File: src/hdl/cipc_pkg.sv
// Package: phase codes, status/sense bits, parity helper, command checks.
`default_nettype none
package cipc_pkg;

  typedef enum logic [12:0] {
    P_IDLE          = 13'b0000000000001,
    P_INIT_SEL      = 13'b0000000000010,
    P_COMMAND       = 13'b0000000000100,
    P_STATUS        = 13'b0000000001000,
    P_STATUS_ACCEPT = 13'b0000000010000,
    P_STATUS_WAIT   = 13'b0000000100000,
    P_BUSY          = 13'b0000001000000,
    P_END_STATUS    = 13'b0000010000000,
    P_END_ACCEPT    = 13'b0000100000000,
    P_WAIT_DEVEND   = 13'b0001000000000,
    P_OPR           = 13'b0010000000000,
    P_DATA1         = 13'b0100000000000,
    P_DATA2         = 13'b1000000000000
  } phase_t;

  localparam logic [7:0] ST_BSY = 8'h10;
  localparam logic [7:0] ST_CE  = 8'h08;
  localparam logic [7:0] ST_DE  = 8'h04;
  localparam logic [7:0] ST_UC  = 8'h02;
  localparam logic [7:0] ST_UE  = 8'h01;
  localparam logic [7:0] SN_REJ = 8'h80;
  localparam logic [7:0] SN_INT = 8'h40;
  localparam logic [7:0] SN_BUS = 8'h20;
  localparam logic [7:0] SN_CH9 = 8'h01;
  localparam logic [7:0] CMD_NOP   = 8'h03;
  localparam logic [7:0] CMD_SENSE = 8'h04;
  localparam logic [0:0] REG_ADDR  = 1'b0;
  localparam logic [0:0] REG_READY = 1'b1;

  // command class, low three bits of the command byte
  localparam logic [2:0] CM_TEST  = 3'd0;
  localparam logic [2:0] CM_WRITE = 3'd1;
  localparam logic [2:0] CM_CTRL  = 3'd3;
  localparam logic [2:0] CM_SENSE = 3'd4;

  // in-tag bit positions
  localparam int T_OPR = 0;
  localparam int T_ADR = 1;
  localparam int T_SRV = 2;
  localparam int T_STA = 3;
  localparam int T_REQ = 4;

  typedef struct packed {
    logic       opr, sup, sel, adr, cmd, srv, hld, other;
    logic [8:0] bus;
    logic       done, h9, h12;
  } word_in_t;

  typedef struct packed {
    logic [4:0] tags;
    logic       pass;
    logic [8:0] bus_in;
    logic       strobe;
    logic [7:0] dbyte;
    logic       start;
    logic [7:0] start_cmd;
  } word_out_t;

  function automatic logic [8:0] with_parity(input logic [7:0] v);
    return {~(^v), v};
  endfunction

  function automatic logic parity_bad(input logic [8:0] b);
    return ~(^b);
  endfunction

  function automatic logic bad_motion(input logic [7:0] c);
    logic [7:0] m;
    m = c & 8'h78;
    if (c[7]) return (m == 8'h00) || (m > 8'h60);
    return m > 8'h18;
  endfunction

endpackage
`default_nettype wire

File: src/hdl/cipc_core.sv
// Per-word next-state logic of the channel handshake.
`default_nettype none
module cipc_core #(
  parameter int LINE_WIDTH = 132
) (
  input  wire              clk,
  input  wire              rst,
  input  wire              load,
  input  cipc_pkg::word_in_t w,
  input  wire  [7:0]       unit_address,
  input  wire              device_ready,
  output cipc_pkg::word_out_t res
);
  import cipc_pkg::*;

  phase_t     phase, phase_next;
  logic [7:0] status_reg, status_next, sense_reg, sense_next, command_reg, command_next;
  logic [7:0] column_count, column_next;
  logic [4:0] tags_reg, tags;
  logic       fin, fin_next, busy, busy_next, req, req_next, stk, stk_next;
  logic       sel_f, sel_next, c9, c9_next, c12, c12_next;
  logic       pass, strobe, start, pending, wr;
  logic [8:0] bus_in;
  logic [7:0] dbyte, start_cmd, c;

  localparam logic [7:0] LW = 8'(LINE_WIDTH);

  always_comb begin
    phase_next = phase; status_next = status_reg; sense_next = sense_reg;
    command_next = command_reg; column_next = column_count; tags = tags_reg;
    fin_next = fin; busy_next = busy; req_next = req; stk_next = stk;
    sel_next = sel_f; c9_next = c9; c12_next = c12;
    pass = w.sel; strobe = 1'b0; start = 1'b0; start_cmd = 8'h00;
    bus_in = 9'h000; dbyte = 8'h00; pending = 1'b0; c = w.bus[7:0];
    wr = command_reg[1:0] == 2'b01;
    if (w.done) begin
      req_next = 1'b1; busy_next = 1'b0; fin_next = 1'b1;
      status_next = status_next | ST_DE;
      c9_next = w.h9 & wr; c12_next = w.h12 & wr;
      if (w.h9 && wr) begin
        sense_next = sense_next | SN_CH9; status_next = status_next | ST_UC;
      end
      if (w.h12 && wr) status_next = status_next | ST_UE;
    end
    if (!w.opr && !w.sup) begin
      tags[3:0] = 4'b0000; sel_next = 1'b0; req_next = 1'b0; phase_next = P_IDLE;
      status_next = '0; sense_next = '0; command_next = '0;
      fin_next = 1'b0; busy_next = 1'b0;
    end else begin
      if (phase != P_IDLE) pass = 1'b0;
      pending = req_next | stk;
      unique case (phase)
        P_INIT_SEL: begin
          bus_in = with_parity(unit_address);
          if (!w.adr) begin tags[T_ADR] = 1'b1; phase_next = P_COMMAND; end
        end
        P_COMMAND: begin
          req_next = 1'b0;
          bus_in = with_parity(unit_address);
          if (w.cmd) begin
            tags[T_ADR] = 1'b0; phase_next = P_STATUS;
            if (parity_bad(w.bus)) begin
              command_next = '0; fin_next = 1'b0; busy_next = 1'b0;
              status_next = ST_CE | ST_DE | ST_UC; sense_next = sense_next | SN_BUS;
            end else if (!stk && command_reg == 8'h00) begin
              status_next = '0;
              if (!device_ready) sense_next = sense_next | SN_INT;
              else sense_next = sense_next & ~SN_INT;
              unique case (c[2:0])
                CM_TEST: if (sense_next != 8'h00) status_next = ST_UC;
                CM_WRITE: begin
                  command_next = c; fin_next = 1'b0;
                  sense_next = sense_next & SN_INT;
                  if (bad_motion(c)) begin
                    sense_next = sense_next | SN_REJ;
                    status_next = ST_CE | ST_DE | ST_UC; fin_next = 1'b1;
                  end else if (sense_next[6]) begin
                    status_next = ST_CE | ST_DE | ST_UC; fin_next = 1'b1;
                  end else begin
                    c9_next = 1'b0; c12_next = 1'b0; column_next = '0; busy_next = 1'b1;
                  end
                end
                CM_CTRL: begin
                  command_next = c; fin_next = 1'b1;
                  sense_next = sense_next & SN_INT;
                  if (c == CMD_NOP) begin
                    command_next = '0; status_next = ST_CE | ST_DE;
                  end else if (bad_motion(c)) begin
                    sense_next = SN_REJ; status_next = ST_CE | ST_DE | ST_UC;
                  end else if (sense_next[6]) begin
                    status_next = ST_CE | ST_DE | ST_UC;
                  end else begin
                    c9_next = 1'b0; c12_next = 1'b0; status_next = ST_CE;
                    column_next = '0; fin_next = 1'b0; busy_next = 1'b1;
                    start = 1'b1; start_cmd = c;
                  end
                end
                CM_SENSE: begin
                  if (c != CMD_SENSE) begin
                    sense_next = SN_REJ; status_next = ST_CE | ST_DE | ST_UC;
                    fin_next = 1'b1;
                  end else begin
                    command_next = c; fin_next = 1'b0; busy_next = 1'b1;
                  end
                end
                default: begin
                  sense_next = SN_REJ; status_next = ST_CE | ST_DE | ST_UC;
                end
              endcase
            end
          end else if (w.adr && !w.hld) begin
            tags[T_ADR] = 1'b0; tags[T_OPR] = 1'b0;
            status_next = status_next | ST_CE;
            if (wr) begin
              status_next = status_next | ST_DE;
              if (sense_next != 8'h00) status_next = status_next | ST_UC;
              fin_next = 1'b1; busy_next = 1'b0; command_next = '0;
            end
            phase_next = P_STATUS_WAIT;
          end
        end
        P_STATUS: begin
          tags[T_ADR] = 1'b0; bus_in = with_parity(status_next);
          tags[T_STA] = 1'b1; phase_next = P_STATUS_ACCEPT;
        end
        P_STATUS_ACCEPT: begin
          bus_in = with_parity(status_next);
          if (w.cmd) begin
            stk_next = 1'b1; phase_next = P_STATUS_WAIT;
            tags[T_OPR] = 1'b0; tags[T_STA] = 1'b0;
          end else if (w.srv) begin
            tags[T_STA] = 1'b0;
            if (status_next[3]) begin
              status_next = '0; phase_next = P_STATUS_WAIT;
              if (fin_next) begin
                stk_next = 1'b0; command_next = '0; fin_next = 1'b0; busy_next = 1'b0;
              end
            end else begin
              status_next = '0;
              if (fin_next || command_reg == 8'h00) begin
                tags[T_OPR] = 1'b0; stk_next = 1'b0; command_next = '0;
                fin_next = 1'b0; busy_next = 1'b0; phase_next = P_IDLE;
              end else phase_next = P_OPR;
            end
          end else if (w.adr) begin
            phase_next = P_IDLE; tags[T_OPR] = 1'b0; tags[T_STA] = 1'b0;
          end
        end
        P_STATUS_WAIT: begin
          if (!w.cmd && !w.srv && !w.adr) begin
            if (!w.hld) begin
              sel_next = 1'b0; tags[T_OPR] = 1'b0; phase_next = P_IDLE;
            end else phase_next = P_WAIT_DEVEND;
          end
        end
        P_BUSY: begin
          bus_in = with_parity(ST_BSY);
          if (!w.sel) begin
            tags[T_STA] = 1'b0; sel_next = 1'b0; phase_next = P_IDLE;
            if (w.adr) begin
              status_next = status_next | ST_CE;
              if (wr) begin
                status_next = status_next | ST_DE;
                if (sense_next != 8'h00) status_next = status_next | ST_UC;
                fin_next = 1'b1; busy_next = 1'b0; command_next = '0;
              end
            end
          end
        end
        P_END_STATUS: begin
          if (!(w.cmd || w.srv)) begin
            bus_in = with_parity(status_next);
            tags[T_STA] = 1'b1; phase_next = P_END_ACCEPT;
          end
        end
        P_END_ACCEPT: begin
          bus_in = with_parity(status_next);
          if (w.cmd) begin
            stk_next = 1'b1; phase_next = P_STATUS_WAIT;
            tags[T_STA] = 1'b0; tags[T_OPR] = 1'b0;
          end else if (w.srv) begin
            status_next = '0;
            tags[T_STA] = 1'b0;
            if (fin_next) begin
              tags[T_OPR] = 1'b0; stk_next = 1'b0; command_next = '0;
              fin_next = 1'b0; busy_next = 1'b0;
            end
            phase_next = P_STATUS_WAIT;
          end
        end
        P_WAIT_DEVEND: begin
          if (fin_next) begin req_next = 1'b0; phase_next = P_STATUS; end
        end
        P_OPR: begin
          req_next = 1'b0;
          if (w.adr) begin
            status_next = status_next | ST_CE;
            if (wr) begin
              status_next = status_next | ST_DE;
              if (sense_next != 8'h00) status_next = status_next | ST_UC;
              fin_next = 1'b1; busy_next = 1'b0; command_next = '0;
            end
          end else if (command_reg == CMD_SENSE || column_count < LW) begin
            phase_next = P_DATA1;
          end else begin
            start = 1'b1; start_cmd = command_reg;
            status_next = status_next | ST_CE; phase_next = P_END_STATUS;
          end
        end
        P_DATA1: begin
          if (!(w.srv || w.sup)) begin
            tags[T_SRV] = 1'b1;
            bus_in = (command_reg == CMD_SENSE) ? with_parity(sense_next) : 9'h100;
            phase_next = P_DATA2;
          end
        end
        P_DATA2: begin
          bus_in = (command_reg == CMD_SENSE) ? with_parity(sense_next) : 9'h100;
          if (w.srv || w.cmd) begin
            tags[T_SRV] = 1'b0;
            if (w.srv) begin
              if (command_reg[0]) begin
                if (parity_bad(w.bus)) begin
                  sense_next = sense_next | SN_BUS;
                  status_next = status_next | ST_UC | ST_CE | ST_DE;
                  busy_next = 1'b0; fin_next = 1'b1; phase_next = P_END_STATUS;
                end else begin
                  strobe = 1'b1; dbyte = c; column_next = column_count + 8'd1;
                  phase_next = P_OPR;
                end
              end
              if (command_reg == CMD_SENSE) begin
                status_next = status_next | ST_CE | ST_DE; fin_next = 1'b1;
                phase_next = P_END_STATUS;
              end
            end
            if (w.cmd) begin
              start = 1'b1; start_cmd = command_reg;
              status_next = status_next | ST_CE; phase_next = P_END_STATUS;
            end
          end
        end
        default: begin
          phase_next = P_IDLE;
          if (w.opr) begin
            if (w.other || tags[T_OPR]) begin
              if (pending) tags[T_REQ] = 1'b0;
            end else begin
              if (pending) tags[T_REQ] = !w.sup && !w.adr;
              if (w.sel) begin
                if (w.adr) begin
                  if (c == unit_address) begin
                    pass = 1'b0; tags[T_REQ] = 1'b0;
                    if (parity_bad(w.bus)) sense_next = sense_next | SN_BUS;
                    if (busy_next) begin
                      bus_in = with_parity(ST_BSY); tags[T_STA] = 1'b1;
                      phase_next = P_BUSY;
                    end else begin
                      tags[T_OPR] = 1'b1; bus_in = with_parity(unit_address);
                      phase_next = P_INIT_SEL; sel_next = 1'b1;
                    end
                  end
                end else if (!w.sup && pending) begin
                  pass = 1'b0; tags[T_REQ] = 1'b0; tags[T_OPR] = 1'b1;
                  bus_in = with_parity(unit_address); sel_next = 1'b1;
                  phase_next = P_INIT_SEL;
                end
              end
            end
          end
        end
      endcase
    end
  end

  always_ff @(posedge clk) begin
    if (rst) begin
      phase <= P_IDLE; status_reg <= '0; sense_reg <= '0; command_reg <= '0;
      column_count <= '0; tags_reg <= '0; fin <= 1'b0; busy <= 1'b0; req <= 1'b0;
      stk <= 1'b0; sel_f <= 1'b0; c9 <= 1'b0; c12 <= 1'b0;
    end else if (load) begin
      phase <= phase_next; status_reg <= status_next; sense_reg <= sense_next;
      command_reg <= command_next; column_count <= column_next; tags_reg <= tags;
      fin <= fin_next; busy <= busy_next; req <= req_next; stk <= stk_next;
      sel_f <= sel_next; c9 <= c9_next; c12 <= c12_next;
    end
  end

  assign res = '{tags: tags, pass: pass, bus_in: bus_in, strobe: strobe, dbyte: dbyte,
                 start: start, start_cmd: start_cmd};
endmodule
`default_nettype wire

File: src/hdl/channel_interface_printer_control_unit.sv
// Top level: input word register, handshake core, output register.
// An accepted word waits in the input register; its result goes to the output register.
// Throughput: one word per cycle when out_ready does not hold the output register;
// input and output registers are decoupled, the core state advances on each load.
// Reset (rst, synchronous): phase idle, all status, sense, flags and tags cleared,
// config registers cleared, both channels empty.
`default_nettype none
module channel_interface_printer_control_unit #(
  parameter int LINE_WIDTH = 132
) (
  input  wire        clk,
  input  wire        rst,
  input  wire        cfg_we,
  input  wire  [0:0] cfg_index,
  input  wire  [7:0] cfg_data,
  input  wire        in_valid,
  output logic       in_ready,
  input  wire        opr_out, sup_out, sel_out, adr_out, cmd_out, srv_out, hld_out,
  input  wire        other_opr_in,
  input  wire  [8:0] bus_out,
  input  wire        print_done, chan9_hit, chan12_hit,
  output logic       out_valid,
  input  wire        out_ready,
  output logic       opr_in, adr_in, srv_in, sta_in, req_in, sel_out_pass,
  output logic [8:0] bus_in,
  output logic       data_strobe,
  output logic [7:0] data_byte,
  output logic       print_start,
  output logic [7:0] print_command
);
  import cipc_pkg::*;

  logic [7:0] unit_address;
  logic       device_ready, w_valid, load;
  word_in_t   w;
  word_out_t  res, r;

  always_ff @(posedge clk) begin
    if (rst) begin
      unit_address <= '0; device_ready <= 1'b0;
    end else if (cfg_we) begin
      if (cfg_index == REG_ADDR) unit_address <= cfg_data;
      else if (cfg_index == REG_READY) device_ready <= cfg_data[0];
    end
  end

  // core result moves into the output register when it is free
  assign load = w_valid && (!out_valid || out_ready);
  assign in_ready = !w_valid || load;

  always_ff @(posedge clk) begin
    if (rst) w_valid <= 1'b0;
    else if (in_ready) w_valid <= in_valid;
    if (in_valid && in_ready)
      w <= '{opr: opr_out, sup: sup_out, sel: sel_out, adr: adr_out, cmd: cmd_out,
             srv: srv_out, hld: hld_out, other: other_opr_in, bus: bus_out,
             done: print_done, h9: chan9_hit, h12: chan12_hit};
  end

  cipc_core #(.LINE_WIDTH(LINE_WIDTH)) u_core (
    .clk(clk), .rst(rst), .load(load), .w(w), .unit_address(unit_address),
    .device_ready(device_ready), .res(res)
  );

  always_ff @(posedge clk) begin
    if (rst) out_valid <= 1'b0;
    else if (load) out_valid <= 1'b1;
    else if (out_ready) out_valid <= 1'b0;
    if (load) r <= res;
  end

  assign opr_in = r.tags[T_OPR];
  assign adr_in = r.tags[T_ADR];
  assign srv_in = r.tags[T_SRV];
  assign sta_in = r.tags[T_STA];
  assign req_in = r.tags[T_REQ];
  assign sel_out_pass = r.pass;
  assign bus_in = r.bus_in;
  assign data_strobe = r.strobe;
  assign data_byte = r.dbyte;
  assign print_start = r.start;
  assign print_command = r.start_cmd;

  a_load_room: assert property (@(posedge clk) disable iff (rst)
    load |-> (!out_valid || out_ready)) else $error("result overwritten");
  a_out_after_load: assert property (@(posedge clk) disable iff (rst)
    load |=> out_valid) else $error("result lost");
  a_strobe_clean: assert property (@(posedge clk) disable iff (rst)
    (out_valid && !data_strobe) |-> data_byte == 8'h00) else $error("stray byte");
  a_start_clean: assert property (@(posedge clk) disable iff (rst)
    (out_valid && !print_start) |-> print_command == 8'h00) else $error("stray cmd");
endmodule
`default_nettype wire

File: config.mk
export PLATFORM = sky130hd
export DESIGN_NAME = channel_interface_printer_control_unit
export DESIGN_NICKNAME = d
export VERILOG_FILES = /design/src/hdl/cipc_pkg.sv /design/src/hdl/cipc_core.sv /design/src/hdl/channel_interface_printer_control_unit.sv
export SDC_FILE = /design/constraint.sdc
export NUM_CORES = 1
export LEC_CHECK = 0
export BUFFER_PORTS_ARGS = -buffer_cell sky130_fd_sc_hd__clkbuf_2
export CAP_MARGIN = 20
export CORE_MARGIN = 2
export CORE_UTILIZATION = 50
export DETAILED_ROUTE_END_ITERATION = 6
export PLACE_DENSITY_LB_ADDON = 0.05
export SYNTH_ARGS = -nofsm -noshare
export SYNTH_HDL_FRONTEND = slang
export SYNTH_SLANG_ARGS = --single-unit
File: constraint.sdc
create_clock -name clk -period 5 [get_ports clk]
set_clock_uncertainty 0.15 [all_clocks]
set_input_delay 1 -clock clk [delete_from_list [all_inputs] [get_ports clk]]
set_output_delay 1 -clock clk [all_outputs]
set_load 0.05 [all_outputs]
==> results.toml, run 1 <==
[grt]
track_usage_pct = 30.66
grt_pass1_wl_um = 34660
antenna_found_initial = 0
grt_max_degree = 34
first_global_vias = 6231
gr-total-overflow = 0

[synth]
yosys_warnings = 0
syn_nets = 817
netlist_area_um2 = 6854
synth-edff-count = 53
syn_inst = 774
synthArstFlopShare_pct = 0
avgSynthCellArea_um2 = 8.855
synth_seq_area_share_pct = 39.87
synth_cell_types = 78
synth_ff_type = "dfxtp_1"
yosys_register_bits = 110

[run_status]
status = "finished clean"

[worst_setup_path]
start_kind = "flop"
arrival_ns = 3.97
crit_fanout = 17
regToRegSetupSlack_ns = 1.10
crit_type = "flop to flop"
path_delay_family = "simple AND/OR/NAND/NOR gates"
cp-end-kind = "flop"
critPathLaunch = "w[5]"
cp_cell_sequence = "inv_1, ha_1, xor2_1, xnor2_1, nand2_1, nor3_1, and4_1, a22oi_1, nor2_1"
required_ns = 5.08
worst_r2r_endpoint = "print_command[3]"
max_stage_delay_ns = 0.73
worstRegToRegCells = 9
crit_buf_inv = 1
cpMaxStageDelayCell = "edfxtp_1"
r2r-start = "w[5]"

[timing]
rsz0062_at_grt = "no"
slew-limit-headroom_pct = 37.42
tns_ns = 0
worst_slew_pin_slew_ns = 0.9309
hold_viol_final = 0
finalCriticalPeriod_ns = 3.895
min_period_over_period_pct = 77.91
setup_viol = 0
max_freq_mhz = 256.7
worst_slack_ns = 1.105
slew_violations = 0

[power_and_ir_drop]
p_per_area_nw_per_um2 = 269.6
power_frac_seq_pct = 49.0
p_int_uw = 1462
power_leakage_uw = 0.002831
p_sw_share_pct = 28.81
peakVddDrop_mv = 0.1804
p_clk_share_pct = 36.9
power.share.combinational_pct = 14.0
power.switching_uw = 591.9

[clock_network]
path_clk_slew_ns = 0.08
root_buffer = "clkbuf_16"
clockBufferDepth = 2
tritoncts = "yes"
h-tree-depth = 3
clkSinkCount = 110
post_cts.repair.setup_buffers = 0
cts_resized = 0
cts_hold_buffers = 0
numCtsBuffers = 9
worstSkewPairLatency_ns = 0.37

[place]
io_buffers = 68
dp_hpwl_um = 16150
dpl-instance-area_um2 = 7272
dp_cells = 976
gp_congestion = 0.9710
post-place-ws_ns = 1.222

[die]
die_y_um = 121.1
dieArea_um2 = 14660
num_io_pins = 69
num_rows = 42
core_um2 = 13300
start_util_pct = 51.55
die_w_um = 121.1

[detailed_routing]
via_per_inst = 6.606
dr_total_vias = 6566
routed_wl_um = 21990
drc = 0
ant_nets = 0
detail_route.first_pass.iterations = 5
wl_per_cell_um = 22.12
dr.first_iter.drc_count = 640

[worst_hold_path]
hp-class = "flop to flop"
min_from = "u_core.tags_reg[2]"
min_path_cells = 2
whs_endpoint = "u_core.tags_reg[2]"

[finish]
largest_register_ffs = 20
final_common_cell = "nor2_1"
final_cell_mix = "72 x nor2_1, 68 x clkbuf_2, 57 x dfxtp_1, 53 x edfxtp_1, 52 x nand2_1"
diodes = 0
area_growth_pct = 11.15
utilization_pct = 57.30
nNetsFinal = 856
drive_gt1_share_pct = 15.89
stdcell_area_um2 = 7619
regMostFlops = "w"
num-fill-cells = 1207
stdcell_count = 994

[flow_run]
maxCapViolations = 0
## worst max path at each step
stage	slack [ns]	cells after the start	endpoint
floorplan	1.81	7	u_core.tags_reg[0]
global placement	1.27	9	print_command[5]
detailed placement	1.22	9	print_command[3]
CTS	1.18	9	print_command[3]
global route	0.81	9	print_command[0]
finish	1.10	9	print_command[3]
## per-stage QoR
| step | power [µW] | hold WS, ns |
|---|---|---|
| final | 2054 | 0.3238 |
| after global routing | 2119 | 0.3423 |
| after CTS | 2056 | 0.3231 |
| after detailed placement | 1306 | 0.3105 |
| after global placement | 1302 | 0.3089 |
| after floorplan | 1216 | 0.2864 |
## area by class of cell
cell class / count / area (µm²) / area share (%)
Multi-Input combinational cell: 589 / 3810 / 50.01
Tap cell: 176 / 220.2 / 2.890
Sequential cell: 110 / 2733 / 35.87
Inverter: 21 / 78.83 / 1.035
Clock inverter: 7 / 88.84 / 1.166
Clock buffer: 9 / 225.2 / 2.956
Timing Repair Buffer: 82 / 462.9 / 6.077
## cell families (layout without fill, tap and decap cells)
kind of cell | after synthesis | after routing | share of synthesized area [%]
AO/OA/AOI/OAI | 199 | 199 | 20.06
AND/OR/NAND/NOR | 330 | 330 | 26.89
buffers and inverters | 75 | 119 | 4.545
adder cells (fa/ha/maj) | 9 | 9 | 1.643
XOR/XNOR | 37 | 37 | 4.929
multiplexers | 14 | 14 | 2.063
flip-flops | 110 | 110 | 39.87
## synthesized netlist by cell type (13+ instances only)
cell type,count,share of area [%]
a21oi_1,41,3.0
mux2i_1,13,1.9
nor2_1,72,3.9
a31oi_1,14,1.3
nor4_1,16,1.5
nand3_1,32,2.3
xnor2_1,24,3.1
nand4_1,25,2.3
edfxtp_1,53,23
nand2_1,52,2.8
clkbuf_1,36,2.0
inv_1,20,1.1
nor3_1,33,2.4
dfxtp_1,57,17
o21ai_0,35,2.6
## layer usage
metal | vias up | global-route usage [%] | part of all wire (%)
li1 | 3035 | - | -
met1 | 3144 | 42.93 | 44
met2 | 324 | 46.21 | 44
met3 | 63 | 6.391 | 8.3
met4 | 0 | 12.21 | 3.6
met5 | - | 0 | 0
## worst min-delay path, delay by kind of cell, from the launching register on
family / cells / cell delay, ns
DFF: 1 / 0.32
AOI/OAI and AO/OA: 1 / 0.05
and+or+nand+nor: 1 / 0.06
## power groups by stage
| stage | Sequential [µW] | Combinational, µW | Clock (µW) |
|---|---|---|---|
| after CTS | 1010 | 281 | 769 |
| after global routing | 1010 | 309 | 800 |
| after detailed placement | 1030 | 279 | 0 |
| after floorplan | 1040 | 173 | 0 |
| final | 1010 | 288 | 759 |
| after global placement | 1030 | 276 | 0 |
No activity file was read; power rests on OpenSTA's default activity.
==> inputs of run 2 (changes only) <==
Clock period 5 ns to 3.5 ns, I/O delays scaled along.
==> results.toml, run 2 (synthesis results as in run 1) <==
[finish]
drive_gt1_share_pct = 20.23
num-fill-cells = 1189
stdcell_count = 1036
regMostFlops = "w"
utilization_pct = 59.95
nNetsFinal = 898
diodes = 0
area_growth_pct = 16.28
largest_register_ffs = 20
final_cell_mix = "72 x nor2_1, 68 x clkbuf_2, 57 x dfxtp_1, 54 x buf_4, 53 x edfxtp_1"
final_common_cell = "nor2_1"

[worst_setup_path]
cp-end-kind = "flop"
max_stage_delay_ns = 0.74
cp_cell_sequence = "inv_1, ha_1, xnor3_1, xnor2_2, buf_4, o21ai_0, o211ai_1, a2111oi_0, buf_4, o311a_1"
path_delay_family = "compound AO/OA/AOI/OAI gates"
required_ns = 3.66
crit_buf_inv = 3
crit_type = "flop to flop"
crit_fanout = 7
cpMaxStageDelayCell = "a2111oi_0"
crit_top_cell = "buf_4"
arrival_ns = 3.47
start_kind = "flop"

[place]
io_buffers = 68
dp_cells = 1018
gp_congestion = 1.000
post-place-ws_ns = 0.2381
dp_hpwl_um = 17450

[run_status]
status = "finished clean"

[die]
num_rows = 42
core_um2 = 13300
die_y_um = 121.1
num_io_pins = 69
dieArea_um2 = 14660
die_w_um = 121.1
start_util_pct = 51.55

[clock_network]
clkSinkCount = 110
cts_hold_buffers = 0
h-tree-depth = 3
clockBufferDepth = 2
worstSkewPairLatency_ns = 0.37
root_buffer = "clkbuf_16"
path_clk_slew_ns = 0.08
tritoncts = "yes"
numCtsBuffers = 9

[grt]
grt_pass1_wl_um = 35230
first_global_vias = 6359
track_usage_pct = 31.75
gr-total-overflow = 0
grt_max_degree = 38
antenna_found_initial = 0

[power_and_ir_drop]
p_clk_share_pct = 37.7
power.share.combinational_pct = 15.2
power_leakage_uw = 0.003056
power.switching_uw = 850.0
peakVddDrop_mv = 0.3236
p_sw_share_pct = 28.05
p_per_area_nw_per_um2 = 380.2
power_frac_seq_pct = 47.1
p_int_uw = 2180

[detailed_routing]
met1_length_um = 9947
wl_per_cell_um = 22.36
top_layer = "met4"
detail_route.first_pass.iterations = 6
ant_nets = 0
dr_total_vias = 6845
via_per_inst = 6.607
drc = 0
met3WireLength_um = 2216
wl_met2_um = 10010
dr.first_iter.drc_count = 739
routed_wl_um = 23160

[timing]
hold_viol_final = 0
worst_slew_pin_slew_ns = 0.8503
hold_ws_ns = 0.3398
setup_viol = 0
rsz0062_at_grt = "no"
slew_violations = 0
slew-limit-headroom_pct = 43.20
max_freq_mhz = 302.2
tns_ns = 0
worst_slack_ns = 0.1904
finalCriticalPeriod_ns = 3.310
min_period_over_period_pct = 94.56

[flow_run]
maxCapViolations = 0

[worst_hold_path]
hp-class = "flop to flop"
## run 2: area by class of cell
cell class                 count  area [µm²]  share of cell area [%]
multi-input combinational    589        3822                   47.96
inverter                      21       78.83                  0.9890
clock inverter                 7       105.1                   1.319
timing repair buffer         124       785.8                   9.859
tap                          176       220.2                   2.763
clock buffer                   9       225.2                   2.826
sequential                   110        2733                   34.29
## run 2: per-layer routing
| metal | track usage, % | up-vias |
|---|---|---|
| met2 | 47.16 | 374 |
| met4 | 15.55 | 0 |
| li1 | - | 3118 |
| met1 | 43.83 | 3282 |
| met5 | 0 | - |
| met3 | 6.720 | 71 |
## run 2: worst register-to-register path, cell delays in order, from the launching register on
cell and delay, ns:
edfxtp_1 0.52, inv_1 0.14, ha_1 0.30, xnor3_1 0.44, xnor2_2 0.20, buf_4 0.19
o21ai_0 0.08, o211ai_1 0.15, a2111oi_0 0.74, buf_4 0.22, o311a_1 0.13
## run 2: final timing paths
kind                        start              endpoint  slack, ns  cells after the start
min          u_core.status_reg[0]  u_core.status_reg[0]       0.34                      2
max reg2reg                  w[4]   u_core.sense_reg[5]       0.19                     10
max                          w[4]   u_core.sense_reg[5]       0.19                     10
min reg2reg  u_core.status_reg[0]  u_core.status_reg[0]       0.34                      2
## run 2: timing repair
item | 4_1_cts | 5_1_grt
setup endpoints to repair | 0 | 13
buffers inserted | 0 | 2
resized for setup | 0 | 2
## run 2: power groups by stage
stage / Combinational [µW] / Sequential, µW / Clock [µW]
after detailed placement: 443 / 1460 / 0
after floorplan: 247 / 1490 / 0
after global routing: 490 / 1430 / 1200
after CTS: 445 / 1430 / 1150
final: 460 / 1430 / 1140
after global placement: 439 / 1460 / 0
## run 2: stage by stage
stage          cell area (µm²)  total power [µW]
2_1_floorplan             6854              1737
3_3_place_gp              7600              1895
3_5_place_dp              7600              1899
4_1_cts                   7930              3023
5_1_grt                   7970              3125
6_report                  7970              3030
==> inputs of run 3 (changes only) <==
Settings changed: CAP_MARGIN 20 to unset, CORE_UTILIZATION 50 to 30.
==> results.toml, run 3 (synthesis results as in run 1) <==
[run_status]
status = "finished clean"

[finish]
utilization_pct = 35.87
stdcell_count = 1151
nNetsFinal = 904
drive_gt1_share_pct = 20.67
largest_register_ffs = 20
diodes = 0
final_cell_mix = "71 x nor2_1, 68 x clkbuf_2, 62 x buf_4, 57 x dfxtp_1, 53 x edfxtp_1"
area_growth_pct = 17.76
regMostFlops = "w"
final_common_cell = "nor2_1"

[grt]
grt_pass1_wl_um = 39790
grt_max_degree = 30
first_global_vias = 6598
antenna_found_initial = 0
gr-total-overflow = 0
track_usage_pct = 21.61

[place]
gp_congestion = 0.9510
io_buffers = 68
dp_cells = 1135
dp_hpwl_um = 20010

[clock_network]
worstSkewPairLatency_ns = 0.36
clockBufferDepth = 2
clkSinkCount = 110
cts_resized = 0
root_buffer = "clkbuf_16"
h-tree-depth = 3
tritoncts = "yes"
path_clk_slew_ns = 0.08
cts_hold_buffers = 0
post_cts.repair.setup_buffers = 0
numCtsBuffers = 9

[die]
core_um2 = 22500
die_w_um = 155.2
die_y_um = 155.2
num_io_pins = 69
start_util_pct = 30.46
num_rows = 55
dieArea_um2 = 24070

[power_and_ir_drop]
power_frac_seq_pct = 48.7
p_int_uw = 2040
p_clk_share_pct = 35.2
power_leakage_uw = 0.003046
p_per_area_nw_per_um2 = 363.2
power.share.combinational_pct = 16.2
peakVddDrop_mv = 0.2253
power.switching_uw = 891.3
p_sw_share_pct = 30.41

[worst_setup_path]
critPathLaunch = "w[8]"
r2r-start = "w[8]"
start_kind = "flop"
crit_type = "flop to flop"
regToRegSetupSlack_ns = 0.31
crit_fanout = 8
arrival_ns = 3.25
required_ns = 3.56
cp-end-kind = "flop"

[detailed_routing]
ant_nets = 0
dr.first_iter.drc_count = 506
wl_per_cell_um = 22.52
routed_wl_um = 25920
top_layer = "met4"
met3WireLength_um = 1561
detail_route.first_pass.iterations = 6
met1_length_um = 11880
wl_met2_um = 11920
via_per_inst = 5.792
drc = 0
dr_total_vias = 6667

[timing]
rsz0062_at_grt = "no"
setup_viol = 0
slew-limit-headroom_pct = 31.77
hold_viol_final = 0
tns_ns = 0
worst_slew_pin_slew_ns = 1.013
min_period_over_period_pct = 91.21
max_freq_mhz = 313.3
finalCriticalPeriod_ns = 3.192
slew_violations = 0

[flow_run]
maxCapViolations = 0

[worst_hold_path]
min_from = "u_core.tags_reg[2]"
hp-class = "flop to flop"
[run 3: cell count changes in the layout (fill, tap and decap cells not counted), moves of 2 or more]
cell | previous run | this run
buf_4 | 54 | 62
buf_12 | 2 | 0
inv_6 | 1 | 3
bufinv_16 | 2 | 0
[run 3: worst paths after layout]
path,end,cells past startpoint
setup / recovery,print_command[3],9
hold reg to reg,u_core.tags_reg[2],2
setup reg to reg,print_command[3],9
hold / removal,u_core.tags_reg[2],2
[run 3: layout make-up]
type	count	area [µm²]
Clock buffer	10	229.0
Sequential cell	110	2733
Timing Repair Buffer	130	805.8
Fill cell	2355	14430
Tap cell	285	356.6
Clock inverter	6	51.30
Multi-Input combinational cell	589	3817
Inverter	21	78.83
[run 3: power groups by stage]
stage	sequential, µW	clock (µW)	combinational [µW]
6_report	1430	1030	474
5_1_grt	1430	1100	508
4_1_cts	1430	1060	472
3_5_place_dp	1460	0	471
3_3_place_gp	1460	0	469
2_1_floorplan	1490	0	247
[run 3: routing by layer]
metal  up-vias  global-route usage, %
met5         -                      0
met4         0                  6.217
met3        40                  3.287
met2       259                  35.15
met1      3232                  29.80
li1       3136                      -
[run 3: stage by stage]
stage	worst slack [ns]	instance area (µm²)	power, µW	hold WS (ns)
final	0.3077	8071	2931	0.3162
after CTS	0.2378	8066	2962	0.3224
after detailed placement	0.2718	7786	1926	0.3070
after global placement	0.3033	7786	1925	0.3081
after floorplan	0.4956	6854	1737	0.2864
after global routing	0.05159	8071	3042	0.3458
[run 3: critical path: stages (launching register included)]
cell	delay, ns
edfxtp_1	0.56
inv_1	0.11
ha_1	0.30
xnor3_1	0.26
xnor2_1	0.35
nand2_1	0.19
nor3_1	0.36
and4_1	0.46
a22oi_1	0.14
nor2_1	0.14
